$ cat config.mk
export PLATFORM = sky130hd
export DESIGN_NAME = humidity_sensor_two_wire_reader_unit
export DESIGN_NICKNAME = d
export VERILOG_FILES = /design/src/rtl/hsr_pkg.sv /design/src/rtl/humidity_sensor_two_wire_reader_unit.sv
export SDC_FILE = /design/constraint.sdc
export NUM_CORES = 1
export LEC_CHECK = 0
export BUFFER_PORTS_ARGS = -buffer_cell sky130_fd_sc_hd__buf_2
export CORE_ASPECT_RATIO = 0.6
export CORE_MARGIN = 2
export CORE_UTILIZATION = 53
export DETAILED_ROUTE_END_ITERATION = 12
export PLACE_DENSITY = 0.81
export SYNTH_ARGS = -nofsm -noshare
export SYNTH_HDL_FRONTEND = slang
export SYNTH_SLANG_ARGS = --single-unit
$ cat constraint.sdc
create_clock -name clk -period 3.48 [get_ports clk]
set_input_delay 0.696 -clock clk [delete_from_list [all_inputs] [get_ports clk]]
set_output_delay 0.696 -clock clk [all_outputs]
set_load 0.005 [all_outputs]
$ cat src/rtl/hsr_pkg.sv
// ----------------------------------------------------------------------------
// hsr_pkg
// Shared types and constants for the two-wire humidity sensor reader.
// ----------------------------------------------------------------------------
`default_nettype none

package hsr_pkg;

  localparam int unsigned TIMEOUT_W  = 24;
  localparam int unsigned RESULT_W   = 16;
  localparam int unsigned S_TDATA_W  = 16;
  localparam int unsigned M_TDATA_W  = 24;

  localparam logic [TIMEOUT_W-1:0] TIMEOUT_RESET = 24'd1800;

  // Input kinds carried on the slave tuser bit
  localparam logic CMD_TICK  = 1'b0;
  localparam logic CMD_START = 1'b1;

  typedef enum logic [4:0] {
    PH_IDLE     = 5'd0,
    PH_TS1      = 5'd1,
    PH_TS2      = 5'd2,
    PH_TS3      = 5'd3,
    PH_TS4      = 5'd4,
    PH_TS5      = 5'd5,
    PH_CMD_HI   = 5'd6,
    PH_CMD_LO   = 5'd7,
    PH_ACK_HI   = 5'd8,
    PH_ACK_LO   = 5'd9,
    PH_WAIT     = 5'd10,
    PH_RD_HI    = 5'd11,
    PH_RD_LO    = 5'd12,
    PH_MACK_SET = 5'd13,
    PH_MACK_HI  = 5'd14,
    PH_MACK_LO  = 5'd15,
    PH_CRC_HI   = 5'd16,
    PH_CRC_LO   = 5'd17
  } phase_t;

  // Levels of the two sensor lines as driven by the master
  typedef struct packed {
    logic en;
    logic dat;
    logic clk;
  } pins_t;

  localparam pins_t PINS_RELEASED = '{en: 1'b0, dat: 1'b0, clk: 1'b0};

  // Bit counter values that end the first byte and the whole word
  localparam logic [3:0] BIT_BYTE_END = 4'd7;
  localparam logic [3:0] BIT_WORD_END = 4'd15;

endpackage : hsr_pkg

`default_nettype wire

$ cat src/rtl/humidity_sensor_two_wire_reader_unit.sv
// ----------------------------------------------------------------------------
// humidity_sensor_two_wire_reader_unit
// Bit-level master for a two-wire humidity / temperature sensor.
// ----------------------------------------------------------------------------
// Usage:
//   The slave stream carries one item per transfer. tuser = 1 starts a
//   measurement with the command byte in tdata[7:0]; tuser = 0 is one pin
//   tick, with the sampled sensor data line in tdata[8]. Every accepted item
//   yields exactly one result on the master stream: the clock and data pin
//   levels to drive, busy, done, the timeout flag and, on the done tick, the
//   raw 16-bit word.
//   One item is taken every cycle while the receiver keeps up; every
//   sequencer register updates together on each accepted item.
//   The result register is refilled while it is being taken, so a receiver
//   that holds tready high sees no bubbles. When the receiver stalls, the
//   result is held and s_tready falls until it is taken.
//   Reset returns to idle with the clock line low, data released, the
//   timeout flag clear and the wait timeout at 1800 ticks. The timeout is
//   written through cfg_we / cfg_wdata; the user is to write it only while
//   no transaction is in progress; the block does not enforce it.
// ----------------------------------------------------------------------------
`default_nettype none

module humidity_sensor_two_wire_reader_unit (
  input  wire logic                            clk,
  input  wire logic                            rst,
  input  wire logic                            cfg_we,
  input  wire logic [hsr_pkg::TIMEOUT_W-1:0]   cfg_wdata,
  input  wire logic                            s_tvalid,
  output      logic                            s_tready,
  // [7:0] command_byte, [8] data_line, [15:9] zero
  input  wire logic [hsr_pkg::S_TDATA_W-1:0]   s_tdata,
  // [0] cmd
  input  wire logic                            s_tuser,
  output      logic                            m_tvalid,
  input  wire logic                            m_tready,
  // [0] clock_out, [1] data_out, [2] data_enable, [3] busy_res,
  // [4] done_res, [5] timed_out, [21:6] raw_value, [23:22] zero
  output      logic [hsr_pkg::M_TDATA_W-1:0]   m_tdata
);

  import hsr_pkg::*;

  // Configuration
  logic [TIMEOUT_W-1:0] wait_timeout;

  // Sequencer state
  phase_t               phase, phase_next;
  logic [3:0]           bit_counter, bit_counter_next;
  logic [7:0]           command_shift, command_shift_next;
  logic [RESULT_W-1:0]  result_shift, result_shift_next;
  logic [TIMEOUT_W-1:0] wait_counter, wait_counter_next;
  pins_t                pins, pins_next;
  logic                 timeout_flag, timeout_flag_next;

  // Result fields computed for the current item
  logic                 busy_val, done_val;
  logic [RESULT_W-1:0]  raw_val;

  logic                 in_xfer;
  logic                 start;
  logic [7:0]           cbyte;
  logic                 dl;
  logic [TIMEOUT_W-1:0] limit;
  logic [TIMEOUT_W-1:0] wait_inc;
  logic                 cmd_bit;

  assign s_tready = !m_tvalid || m_tready;
  assign in_xfer  = s_tvalid && s_tready;
  assign start    = (s_tuser == CMD_START);
  assign cbyte    = s_tdata[7:0];
  assign dl       = s_tdata[8];
  assign limit    = (wait_timeout == '0) ? TIMEOUT_W'(1) : wait_timeout;
  assign wait_inc = wait_counter + TIMEOUT_W'(1);
  assign cmd_bit  = command_shift[~bit_counter[2:0]];

  // Next state
  always_comb begin
    phase_next         = phase;
    bit_counter_next   = bit_counter;
    command_shift_next = command_shift;
    result_shift_next  = result_shift;
    wait_counter_next  = wait_counter;
    timeout_flag_next  = timeout_flag;
    if (start) begin
      if (phase == PH_IDLE) begin
        command_shift_next = cbyte;
        result_shift_next  = '0;
        bit_counter_next   = '0;
        wait_counter_next  = '0;
        timeout_flag_next  = 1'b0;
        phase_next         = PH_TS1;
      end
    end else begin
      unique case (phase)
        PH_TS1:    phase_next = PH_TS2;
        PH_TS2:    phase_next = PH_TS3;
        PH_TS3:    phase_next = PH_TS4;
        PH_TS4:    phase_next = PH_TS5;
        PH_TS5: begin
          bit_counter_next = '0;
          phase_next       = PH_CMD_HI;
        end
        PH_CMD_HI: phase_next = PH_CMD_LO;
        PH_CMD_LO: begin
          if (bit_counter[2:0] == 3'd7) begin
            bit_counter_next = '0;
            phase_next       = PH_ACK_HI;
          end else begin
            bit_counter_next = bit_counter + 4'd1;
            phase_next       = PH_CMD_HI;
          end
        end
        PH_ACK_HI: phase_next = PH_ACK_LO;
        PH_ACK_LO: begin
          wait_counter_next = '0;
          phase_next        = PH_WAIT;
        end
        PH_WAIT: begin
          if (!dl) begin
            bit_counter_next = '0;
            phase_next       = PH_RD_HI;
          end else begin
            wait_counter_next = wait_inc;
            // give up waiting and read anyway
            if (wait_inc >= limit) begin
              timeout_flag_next = 1'b1;
              bit_counter_next  = '0;
              phase_next        = PH_RD_HI;
            end
          end
        end
        PH_RD_HI:  phase_next = PH_RD_LO;
        PH_RD_LO: begin
          result_shift_next = {result_shift[RESULT_W-2:0], dl};
          bit_counter_next  = bit_counter + 4'd1;
          if (bit_counter == BIT_BYTE_END) begin
            phase_next = PH_MACK_SET;
          end else if (bit_counter >= BIT_WORD_END) begin
            phase_next = PH_CRC_HI;
          end else begin
            phase_next = PH_RD_HI;
          end
        end
        PH_MACK_SET: phase_next = PH_MACK_HI;
        PH_MACK_HI:  phase_next = PH_MACK_LO;
        PH_MACK_LO:  phase_next = PH_RD_HI;
        PH_CRC_HI:   phase_next = PH_CRC_LO;
        PH_CRC_LO:   phase_next = PH_IDLE;
        default:     phase_next = PH_IDLE;
      endcase
    end
  end

  // Outputs: pin levels and result flags
  always_comb begin
    pins_next = pins;
    busy_val  = 1'b1;
    done_val  = 1'b0;
    raw_val   = '0;
    if (start) begin
      // hold pins on a start, whether taken or not
      busy_val = 1'b1;
    end else begin
      unique case (phase)
        PH_TS1:      pins_next = '{en: 1'b1, dat: 1'b1, clk: 1'b1};
        PH_TS2:      pins_next = '{en: 1'b1, dat: 1'b0, clk: 1'b1};
        PH_TS3:      pins_next = '{en: 1'b1, dat: 1'b0, clk: 1'b0};
        PH_TS4:      pins_next = '{en: 1'b1, dat: 1'b1, clk: 1'b1};
        PH_TS5:      pins_next = '{en: 1'b1, dat: 1'b1, clk: 1'b0};
        PH_CMD_HI:   pins_next = '{en: 1'b1, dat: cmd_bit, clk: 1'b1};
        PH_CMD_LO:   pins_next = '{en: 1'b1, dat: cmd_bit, clk: 1'b0};
        PH_ACK_HI:   pins_next = '{en: 1'b0, dat: 1'b0, clk: 1'b1};
        PH_ACK_LO:   pins_next = PINS_RELEASED;
        PH_WAIT:     pins_next = PINS_RELEASED;
        PH_RD_HI:    pins_next = '{en: 1'b0, dat: 1'b0, clk: 1'b1};
        PH_RD_LO:    pins_next = PINS_RELEASED;
        PH_MACK_SET: pins_next = '{en: 1'b1, dat: 1'b0, clk: 1'b0};
        PH_MACK_HI:  pins_next = '{en: 1'b1, dat: 1'b0, clk: 1'b1};
        PH_MACK_LO:  pins_next = '{en: 1'b1, dat: 1'b0, clk: 1'b0};
        PH_CRC_HI:   pins_next = '{en: 1'b1, dat: 1'b1, clk: 1'b1};
        PH_CRC_LO: begin
          pins_next = '{en: 1'b1, dat: 1'b1, clk: 1'b0};
          done_val  = 1'b1;
          raw_val   = result_shift;
        end
        default: begin
          pins_next = PINS_RELEASED;
          busy_val  = 1'b0;
        end
      endcase
      if (start == CMD_TICK && phase == PH_IDLE) begin
        busy_val = 1'b0;
      end
    end
    if (start && phase == PH_IDLE) begin
      busy_val = 1'b1;
    end
  end

  always_ff @(posedge clk) begin
    if (rst) begin
      wait_timeout <= TIMEOUT_RESET;
    end else if (cfg_we) begin
      wait_timeout <= cfg_wdata;
    end
  end

  always_ff @(posedge clk) begin
    if (rst) begin
      phase         <= PH_IDLE;
      bit_counter   <= '0;
      command_shift <= '0;
      result_shift  <= '0;
      wait_counter  <= '0;
      pins          <= PINS_RELEASED;
      timeout_flag  <= 1'b0;
    end else if (in_xfer) begin
      phase         <= phase_next;
      bit_counter   <= bit_counter_next;
      command_shift <= command_shift_next;
      result_shift  <= result_shift_next;
      wait_counter  <= wait_counter_next;
      pins          <= pins_next;
      timeout_flag  <= timeout_flag_next;
    end
  end

  // Result register
  always_ff @(posedge clk) begin
    if (rst) begin
      m_tvalid <= 1'b0;
    end else if (in_xfer) begin
      m_tvalid <= 1'b1;
    end else if (m_tready) begin
      m_tvalid <= 1'b0;
    end
  end

  always_ff @(posedge clk) begin
    if (in_xfer) begin
      m_tdata <= {2'b00, raw_val, timeout_flag_next, done_val, busy_val,
                  pins_next.en, pins_next.en & pins_next.dat, pins_next.clk};
    end
  end

`ifndef SYNTHESIS
  a_crc_end_idle: assert property (@(posedge clk) disable iff (rst)
    in_xfer && !start && phase == PH_CRC_LO |=> phase == PH_IDLE)
    else $error("sequencer did not return to idle after the done tick");

  a_start_clears: assert property (@(posedge clk) disable iff (rst)
    in_xfer && start && phase == PH_IDLE |=> phase == PH_TS1 && !timeout_flag)
    else $error("start from idle did not begin a fresh transaction");

  a_timeout_sets: assert property (@(posedge clk) disable iff (rst)
    in_xfer && !start && phase == PH_WAIT && dl && wait_inc >= limit
    |=> timeout_flag && phase == PH_RD_HI)
    else $error("wait timeout did not flag and move on to reading");

  a_cmd_count: assert property (@(posedge clk) disable iff (rst)
    phase == PH_CMD_HI || phase == PH_CMD_LO |-> !bit_counter[3])
    else $error("command bit counter out of range");

  a_done_pins: assert property (@(posedge clk) disable iff (rst)
    m_tvalid && m_tdata[4] |-> m_tdata[3] && m_tdata[2] && m_tdata[1] && !m_tdata[0])
    else $error("done result with wrong pin levels or busy low");

  a_busy_start: assert property (@(posedge clk) disable iff (rst)
    in_xfer && start |=> m_tvalid && m_tdata[3])
    else $error("start item reported not busy");
`endif

endmodule : humidity_sensor_two_wire_reader_unit

`default_nettype wire
==> reports/metrics.yaml, run 1 <==
syn_avg_cell_area_um2: 8.777
syn2layout_area_growth_pct: 20.66
place_ws_ps: -170.2
powerDensity_nw_per_um2: 385.7
crit_arrival_ps: 3700
grt_overflow: 0
wirelength_um: 14390
htreeDepth: 3
ys_types: 65
drv_cap: 0
synth_top_flop_cell: "dfxtp_1"
ant_nets: 0
grt_pass1_vias: 4852
synth_common_cells: "nor2_1 (89), dfxtp_1 (86), a21oi_1 (55)"
yosysMostFrequentCell: "nor2_1"
cts_sinks: 108
final-setup-viol-count: 0
portBuffers: 62
dr_total_vias: 5219
grt_pass1_wl_um: 23230
worstMarginPinSlew_ps: 872.5
cts_buffers: 9
power.total_mw: 2.684
worstPathMaxFanout: 4
synth_top_area_share_pct: 29.85
end_kind: "flip-flop"
hold_violations: 0
synthesis.area_um2: 5767
routed_via_density: 5.864
core.rowCount: 29
ys_seq_area_share_pct: 41.31
clock_path_buffers: 2
synth_top_cell_by_area: "dfxtp_1"
synth-seq-cells: 108
dieArea_um2: 11760
critPathLaunchType: "flip-flop"
max_slew_margin_pct: 41.83
synth_edf_count: 22
dp_hpwl_um: 10020
wl_per_cell_um: 16.17
clk_latency_ps: 350
leakage_nw: 2.953
rsz0062_at_grt: "true"
drv_slew: 0
die_x_um: 138.7
start_util_pct: 54.43
antenna_found_initial: 0
fmax_mhz: 289.1
synth_cells: 657
peakVddDrop_mv: 0.3419
grtUsageTotal_pct: 23.85
ios: 72
dr.pass1.iters: 6
fillCellCount: 826
drive_gt1_share_pct: 24.10
yosysWarnings: 0
post-route-period-util_pct: 99.39
grt_start_max_net_pins: 39
hold_class: "reg2reg"
skew_ps: 8.165
num_antenna_cells: 0
path_class: "reg2reg"
async_reset_ff_share_pct: 0
core_area_um2: 10600
root_buffer: "clkbuf_16"
num-nets-final: 819
status: "completed"
dieHeight_um: 84.80
fin_crit_ps: 3459
path_clk_slew_ps: 80
cts_tree: "done"
drc_errors: 0
setup_ws_ps: 21.25
holdBufCountCts: 0
place_congestion: 0.9388
crit_required_ps: 3720
drt-initial-drc-count: 529
yosys-top-cells-area: "dfxtp_1 (30%), edfxtp_1 (11%), mux2i_1 (5.9%), ha_1 (5.9%), nor2_1 (5.8%)"
cell type report:
type	instances	area, um2	share of cell area [%]
Multi-Input combinational cell	482	3229	46.41
Sequential cell	108	2399	34.47
Clock inverter	7	102.6	1.475
Clock buffer	9	225.2	3.237
Timing Repair Buffer	116	719.4	10.34
Tap cell	139	173.9	2.500
Inverter	29	108.9	1.564
per-layer routing:
metal | wire length (um) | GRT usage [%]
met1 | 6354 | 32.63
met4 | 235 | 7.897
met5 | 0 | 0
met3 | 1178 | 4.906
met2 | 6622 | 38.21
flip-flops by register name, indices dropped and copies added, names as in the netlist, 3 cells and up:
register       cells
wait_counter      24
wait_timeout      24
m_tdata           22
result_shift      16
command_shift      8
phase              5
bit_counter        4
pins               3
timing repair:
action                                  in CTS  in global routing
buffers inserted                             3                  1
cloned                                       0                  0
pin swaps                                   12                  8
endpoints found under the setup margin       9                 10
gates resized for setup                      9                 17
critical path: stages (launching register included):
cell      delay [ps]
dfxtp_2          340
ha_2             190
nand4_1          140
or4b_4           630
xnor2_1          190
ha_1             320
nand4_1          200
or3_4            440
o311ai_4         270
o211ai_1         290
mux2_2           340
placed cells by master (no fill, tap or decap), types with 13 or more instances in the layout:
cell | netlist | routed
a21oi_1 | 55 | 55
and2_1 | 18 | 18
buf_2 | 5 | 62
buf_4 | 2 | 53
dfxtp_1 | 86 | 73
dfxtp_2 | 0 | 13
edfxtp_1 | 22 | 22
ha_1 | 27 | 26
inv_1 | 29 | 29
mux2i_1 | 34 | 34
nand2_1 | 38 | 36
nor2_1 | 89 | 84
nor3b_1 | 16 | 16
o21ai_0 | 35 | 32
xor2_1 | 17 | 16
logic make-up (layout without fill, tap and decap cells):
| kind of cell | Yosys count | in the layout | share of synthesized area [%] |
|---|---|---|---|
| multiplexers | 38 | 38 | 7.073 |
| adder cells (fa/ha/maj) | 27 | 27 | 5.858 |
| other | 1 | 2 | 0.06503 |
| buffers and inverters | 68 | 161 | 4.795 |
| AO/OA/AOI/OAI | 133 | 133 | 13.60 |
| flip-flops | 108 | 108 | 41.31 |
| XOR/XNOR | 24 | 24 | 3.645 |
| AND/OR/NAND/NOR | 258 | 258 | 23.65 |
final timing paths:
kind / startpoint / endpoint / slack (ps) / depth (start not counted)
max: wait_counter[0] / bit_counter[0] / 20 / 10
min: timeout_flag / timeout_flag / 500 / 2
max reg2reg: wait_counter[0] / bit_counter[0] / 20 / 10
min reg2reg: timeout_flag / timeout_flag / 500 / 2
where the power goes:
part           total [mW]  switching, mW  internal [mW]
Clock                1.11          0.525          0.587
Combinational       0.232          0.136         0.0958
Sequential           1.34         0.0259           1.31
Total                2.68          0.687           2.00
through the flow:
step           utilization, %  TNS [ps]  cell area (um2)  instances  hold slack [ps]
6_report                65.67         0             6958        890            495.1
5_1_grt                 65.67    -288.6             6958        890            513.1
4_1_cts                 64.97    -122.4             6884        889            494.9
3_5_place_dp            61.34    -661.5             6499        870            475.3
3_3_place_gp            61.34    -305.2             6499        870            462.0
2_1_floorplan               -         0             5807        658            448.2
Power figures use the tool's default switching activity.
==> run 2: changes to the inputs <==
Settings changed: BUFFER_PORTS_ARGS -buffer_cell sky130_fd_sc_hd__buf_2 to unset, CORE_UTILIZATION 53 to 58, DONT_BUFFER_PORTS set to 1, PLACE_DENSITY 0.81 to 0.8, RECOVER_POWER set to 100.
==> run 2 against run 1 <==
Against the previous run: the flow now finishes with violations (negative setup slack); clock-buffer cell count unchanged; routed wire length decreased by 5.0%; utilization grew 1.4 points; via count is 6.1% lower; sequential power is essentially flat; design area down 5.8%; clock power down 6%; clock skew is 7.9 ps higher; first-iteration DRC count is 13% lower; critical endpoint is now bit_counter[3]; largest power group unchanged.
==> reports/metrics.yaml, run 2 (synthesized netlist as in run 1, its figures left out) <==
htreeDepth: 3  # unchanged
grt_pass1_wl_um: 21920  # was 23,230 um
skew_ps: 16.05  # was 8.165 ps
cts_tree: "done"  # unchanged
end_kind: "flip-flop"  # unchanged
cp.buffers_inverters: 1  # was 0
max_slew_margin_pct: 2.092  # was 41.83%
powerDensity_nw_per_um2: 388.9  # was 385.7 nW/um2
drc_errors: 0  # unchanged
status: "finished, violations left"  # was completed
core_area_um2: 9774  # was 10,600 um2
routed_via_density: 6.005  # was 5.864
dr.pass1.iters: 5  # was 6
fmax_mhz: 279.2  # was 289.1 MHz
power_frac_comb_pct: 6.3  # was 8.6%
final-setup-viol-count: 4  # was 0
crit_arrival_ps: 3820  # was 3700 ps
p_seq_share_pct: 52.7  # was 49.9%
clk_latency_ps: 360  # was 350 ps
drv_slew: 0  # unchanged
num-nets-final: 749  # was 819
drt-initial-drc-count: 460  # was 529
switching_share_pct: 25.48  # was 25.61%
dr_total_vias: 4900  # was 5,219
place_ws_ps: -193.5  # was -170.2 ps
root_buffer: "clkbuf_16"  # unchanged
grt_overflow: 0  # unchanged
power.net_switching_mw: 0.6496  # was 0.6871 mW
critPathLaunchType: "flip-flop"  # unchanged
power.internal_mw: 1.900  # was 1.996 mW
fillCellCount: 751  # was 826
power.total_mw: 2.549  # was 2.684 mW
clock_path_buffers: 2  # unchanged
slowest_delay_ps: 580  # was 630 ps
fin_crit_ps: 3581  # was 3459 ps
cts_sinks: 108  # unchanged
dieArea_um2: 10780  # was 11,760 um2
crit_family: "simple AND/OR/NAND/NOR gates"  # unchanged
ant_nets: 0  # unchanged
hold_class: "in2reg"  # was reg2reg
fin_util_pct: 67.06  # was 65.67%
dp_hpwl_um: 9476  # was 10,020 um
top_regs: "wait_counter x24, wait_timeout x24, m_tdata x22"  # unchanged
start_util_pct: 59.00  # was 54.43%
die_x_um: 132.7  # was 138.7 um
antenna_found_initial: 0  # unchanged
grt_start_max_net_pins: 81  # was 39
crit_chain: "and4_4 -> nand4_4 -> or4b_4 -> buf_6 -> xnor2_1 -> ha_1 -> nand4_1 -> or3_4 -> o311ai_4 -> o211ai_1 -> mux2_2"  # was ha_2 -> nand4_1 -> or4b_4 -> xnor2_1 -> ha_1 -> nand4_1 -> or3_4 -> o311ai_4 -> o211ai_1 -> mux2_2
place_congestion: 0.8986  # was 0.9388
wl_per_cell_um: 16.76  # was 16.17 um
wirelength_um: 13670  # was 14,390 um
worstPathMaxFanout: 4  # unchanged
layout_commonest_cell: "nor2_1"  # unchanged
leakage_nw: 2.626  # was 2.953 nW
setup_ws_ps: -101.4  # was 21.25 ps
final_area_um2: 6555  # was 6958 um2
post-route-period-util_pct: 102.9  # was 99.39%
p_clk_share_pct: 41.0  # was 41.4%
crit_required_ps: 3720  # about the same
core.rowCount: 28  # was 29
setup_tns_ps: -397.5  # was 0 ps
crit_slowest_cell: "or4b_4"  # unchanged
num_antenna_cells: 0  # unchanged
grt_pass1_vias: 4585  # was 4,852
cts_buffers: 9  # unchanged
path_clk_slew_ps: 90  # was 80 ps
drive_gt1_share_pct: 15.27  # was 24.10%
hold_violations: 0  # unchanged
grtUsageTotal_pct: 25.37  # was 23.85%
mostFrequentLayoutCells: "nor2_1 (85), dfxtp_1 (73), a21oi_1 (55)"  # was nor2_1 (84), dfxtp_1 (73), buf_2 (62)
holdBufCountCts: 0  # unchanged
path_class: "reg2reg"  # unchanged
timing.hold.ws_ps: 406.5  # was 495.1 ps
place_inst: 795  # was 870
postPlaceCellArea_um2: 6116  # was 6499 um2
peakVddDrop_mv: 0.2603  # was 0.3419 mV
worstMarginPinSlew_ps: 1459  # was 872.5 ps
ios: 72  # unchanged
drv_cap: 0  # unchanged
fin_cells: 816  # was 890
violations: "negative setup slack"
dieHeight_um: 81.24  # was 84.80 um
portBuffers: 0  # was 62
syn2layout_area_growth_pct: 13.67  # was 20.66%
rsz0062_at_grt: "true"  # unchanged
-- run 2: cell types whose count changed in the layout (fill, tap and decap cells not counted), moves of 2 or more --
cell,delta
and2_0,+14
and2_1,-14
buf_2,-62
buf_4,-13
clkbuf_1,+4
nor2_2,-2
o21ai_0,+2
-- run 2: power groups by stage --
stage | Clock (mW) | Combinational, mW | Sequential (mW)
after floorplan | 0 | 0.142 | 1.36
after global placement | 0 | 0.142 | 1.37
after detailed placement | 0 | 0.151 | 1.37
after CTS | 1.06 | 0.153 | 1.34
after global routing | 1.11 | 0.179 | 1.35
final | 1.04 | 0.161 | 1.34
-- run 2: metal layers --
metal	global-route usage, %	up-vias	wire (um)
met5	0	-	0
met2	40.05	189	6271
met4	9.247	0	249
met3	5.805	30	865
li1	-	2363	-
met1	34.45	2318	6288
-- run 2: path summary, 6_finish.rpt --
| check | from | endpoint | slack, ps | cells past startpoint |
|---|---|---|---|---|
| worst max-delay path | wait_counter[13] | bit_counter[3] | -100 | 11 |
| worst min-delay path | rst | wait_counter[7] | 410 | 1 |
| worst max register to register | wait_counter[13] | bit_counter[3] | -100 | 11 |
| worst min register to register | timeout_flag | timeout_flag | 490 | 2 |
-- run 2: worst reg2reg max path, delay by kind of cell (launching register included) --
family | cells | cell delay (ps)
simple gates | 5 | 1630
compound gates | 2 | 550
flops | 1 | 350
mux | 1 | 350
fa+ha+maj | 1 | 310
buf+inv | 1 | 150
xor+xnor | 1 | 110
-- run 2: layout make-up --
| class | instances | area (um2) | share of cell area [%] |
|---|---|---|---|
| clock buffer | 9 | 225.2 | 3.436 |
| clock inverter | 7 | 88.84 | 1.355 |
| inverter | 29 | 108.9 | 1.661 |
| multi-input combinational | 482 | 3224 | 49.19 |
| sequential | 108 | 2401 | 36.63 |
| tap | 135 | 168.9 | 2.577 |
| timing repair buffer | 46 | 337.8 | 5.154 |
-- run 2: repair_timing --
item | 4_1_cts | 5_1_grt
endpoints found under the setup margin | 9 | 9
pin swaps | 7 | 7
setup buffers | 4 | 1
resized for setup | 11 | 14
hold endpoints to repair | 0 | 0
==> run 3: changes to the inputs <==
Settings changed: BUFFER_PORTS_ARGS set to -buffer_cell sky130_fd_sc_hd__buf_2, CORE_MARGIN 2 to unset, CORE_UTILIZATION 58 to 53, CTS_CLUSTER_DIAMETER set to 50, DONT_BUFFER_PORTS 1 to unset, PLACE_DENSITY 0.8 to 0.81.
==> run 3 against run 2 <==
Against the previous run: the flow still finishes with violations (negative setup slack); register-to-register slack better by 80 ps; combinational power rose by 47%; via count increased by 7.7%; routed wire length is 7.0% higher; clock-buffer cell count stayed put; sequential power hardly changed; critical endpoint is now bit_counter[0].
==> reports/metrics.yaml, run 3 (synthesized netlist as in run 1, its figures left out) <==
worstPathMaxFanout: 4  # unchanged
leakage_nw: 2.924  # was 2.626 nW
syn2layout_area_growth_pct: 20.87  # was 13.67%
portBuffers: 62  # was 0
drc_errors: 0  # unchanged
drt-initial-drc-count: 477  # was 460
grt_start_max_net_pins: 35  # was 81
path_clk_slew_ps: 80  # was 90 ps
cts_sinks: 108  # unchanged
wl_per_cell_um: 16.24  # was 16.76 um
path_class: "reg2reg"  # unchanged
max_slew_margin_pct: 2.871  # was 2.092%
dr_total_vias: 5279  # was 4,900
ant_nets: 0  # unchanged
cts_tree: "done"  # unchanged
dieArea_um2: 11320  # was 10,780 um2
layout_commonest_cell: "nor2_1"  # unchanged
root_buffer: "clkbuf_16"  # unchanged
critPathLaunchType: "flip-flop"  # unchanged
place_congestion: 0.8664  # was 0.8986
cts_buffers: 9  # unchanged
hold_class: "reg2reg"  # was in2reg
core_area_um2: 10560  # was 9774 um2
fmax_mhz: 285.6  # was 279.2 MHz
crit_arrival_ps: 3740  # was 3820 ps
wirelength_um: 14630  # was 13,670 um
violations: "negative setup slack"  # unchanged
crit_required_ps: 3720  # about the same
dr.pass1.iters: 7  # was 5
drv_slew: 0  # unchanged
num_antenna_cells: 0  # unchanged
worstMarginPinSlew_ps: 1457  # was 1459 ps
clock_path_buffers: 2  # unchanged
die_x_um: 136.7  # was 132.7 um
dp_hpwl_um: 9995  # was 9476 um
dieHeight_um: 82.80  # was 81.24 um
start_util_pct: 54.62  # was 59.00%
clk_latency_ps: 360  # about the same
hold_violations: 0  # unchanged
place_ws_ps: -177.9  # was -193.5 ps
grtUsageTotal_pct: 25.83  # was 25.37%
power.total_mw: 2.589  # was 2.549 mW
status: "finished, violations left"  # unchanged
powerDensity_nw_per_um2: 371.4  # was 388.9 nW/um2
post-route-period-util_pct: 100.6  # was 102.9%
grt_overflow: 0  # unchanged
drive_gt1_share_pct: 21.78  # was 15.27%
core.rowCount: 29  # was 28
setup_ws_ps: -21.98  # was -101.4 ps
end_kind: "flip-flop"  # unchanged
top_regs: "wait_counter x24, wait_timeout x24, m_tdata x22"  # unchanged
peakVddDrop_mv: 0.2826  # was 0.2603 mV
mostFrequentLayoutCells: "nor2_1 (87), dfxtp_1 (73), buf_4 (56)"  # was nor2_1 (85), dfxtp_1 (73), a21oi_1 (55)
rsz0062_at_grt: "true"  # unchanged
fin_crit_ps: 3502  # was 3581 ps
final-setup-viol-count: 3  # was 4
grt_pass1_wl_um: 23210  # was 21,920 um
ios: 72  # unchanged
skew_ps: 10.47  # was 16.05 ps
fin_util_pct: 66.01  # was 67.06%
routed_via_density: 5.859  # was 6.005
htreeDepth: 3  # unchanged
antenna_found_initial: 0  # unchanged
grt_pass1_vias: 4998  # was 4,585
drv_cap: 0  # unchanged
num-nets-final: 830  # was 749
-- run 3: layout make-up --
| cell class | instances | area (um2) |
|---|---|---|
| fill | 809 | 3588 |
| clock inverter | 7 | 67.56 |
| sequential | 108 | 2404 |
| tap | 139 | 173.9 |
| timing repair buffer | 127 | 770.7 |
| multi-input combinational | 482 | 3221 |
| inverter | 29 | 108.9 |
| clock buffer | 9 | 225.2 |
-- run 3: final timing paths --
| path | startpoint | to | slack, ps | cells after the start |
|---|---|---|---|---|
| max reg2reg | wait_counter[12] | bit_counter[0] | -20 | 12 |
| min | timeout_flag | timeout_flag | 490 | 2 |
| max | wait_counter[12] | bit_counter[0] | -20 | 12 |
| min reg2reg | timeout_flag | timeout_flag | 490 | 2 |
-- run 3: worst max-delay path, stage by stage (launching register included) --
cell and delay [ps]:
dfxtp_2 340, and4_4 250, nand4_4 120, or4b_4 610, buf_6 160, xnor2_2 130, ha_1 290, nand4_1 180
or3_4 430, o311ai_4 300, o211ai_1 140, buf_4 180, mux2_2 260
-- run 3: where the power goes --
| group | switching, mW | total, mW | internal, mW |
|---|---|---|---|
| registers | 0.0261 | 1.34 | 1.31 |
| clock network | 0.509 | 1.01 | 0.504 |
| logic | 0.139 | 0.236 | 0.0973 |
| total | 0.675 | 2.59 | 1.91 |
-- run 3: per-stage QoR --
| step | setup TNS, ps | cells | hold slack (ps) | cell area [um2] |
|---|---|---|---|---|
| after CTS | 0 | 896 | 487.1 | 6932 |
| final | -39.82 | 901 | 487.1 | 6970 |
| after floorplan | 0 | 658 | 448.2 | 5807 |
| after global routing | -266.6 | 901 | 516.2 | 6970 |
| after global placement | -213.0 | 873 | 462.1 | 6521 |
| after detailed placement | -618.9 | 873 | 475.2 | 6521 |
-- run 3: what timing repair did --
action                                  in CTS  in global routing
setup buffers                                7                  6
pin swaps                                    8                  9
hold buffers                                 0                  0
endpoints found under the setup margin       8                 11
resized for setup                           13                 11
-- run 3: metal layers --
metal,global-route usage [%],part of all wire [%]
met4,8.081,2.0
met3,5.800,6.5
met2,41.44,46
met1,34.43,45
met5,0,0
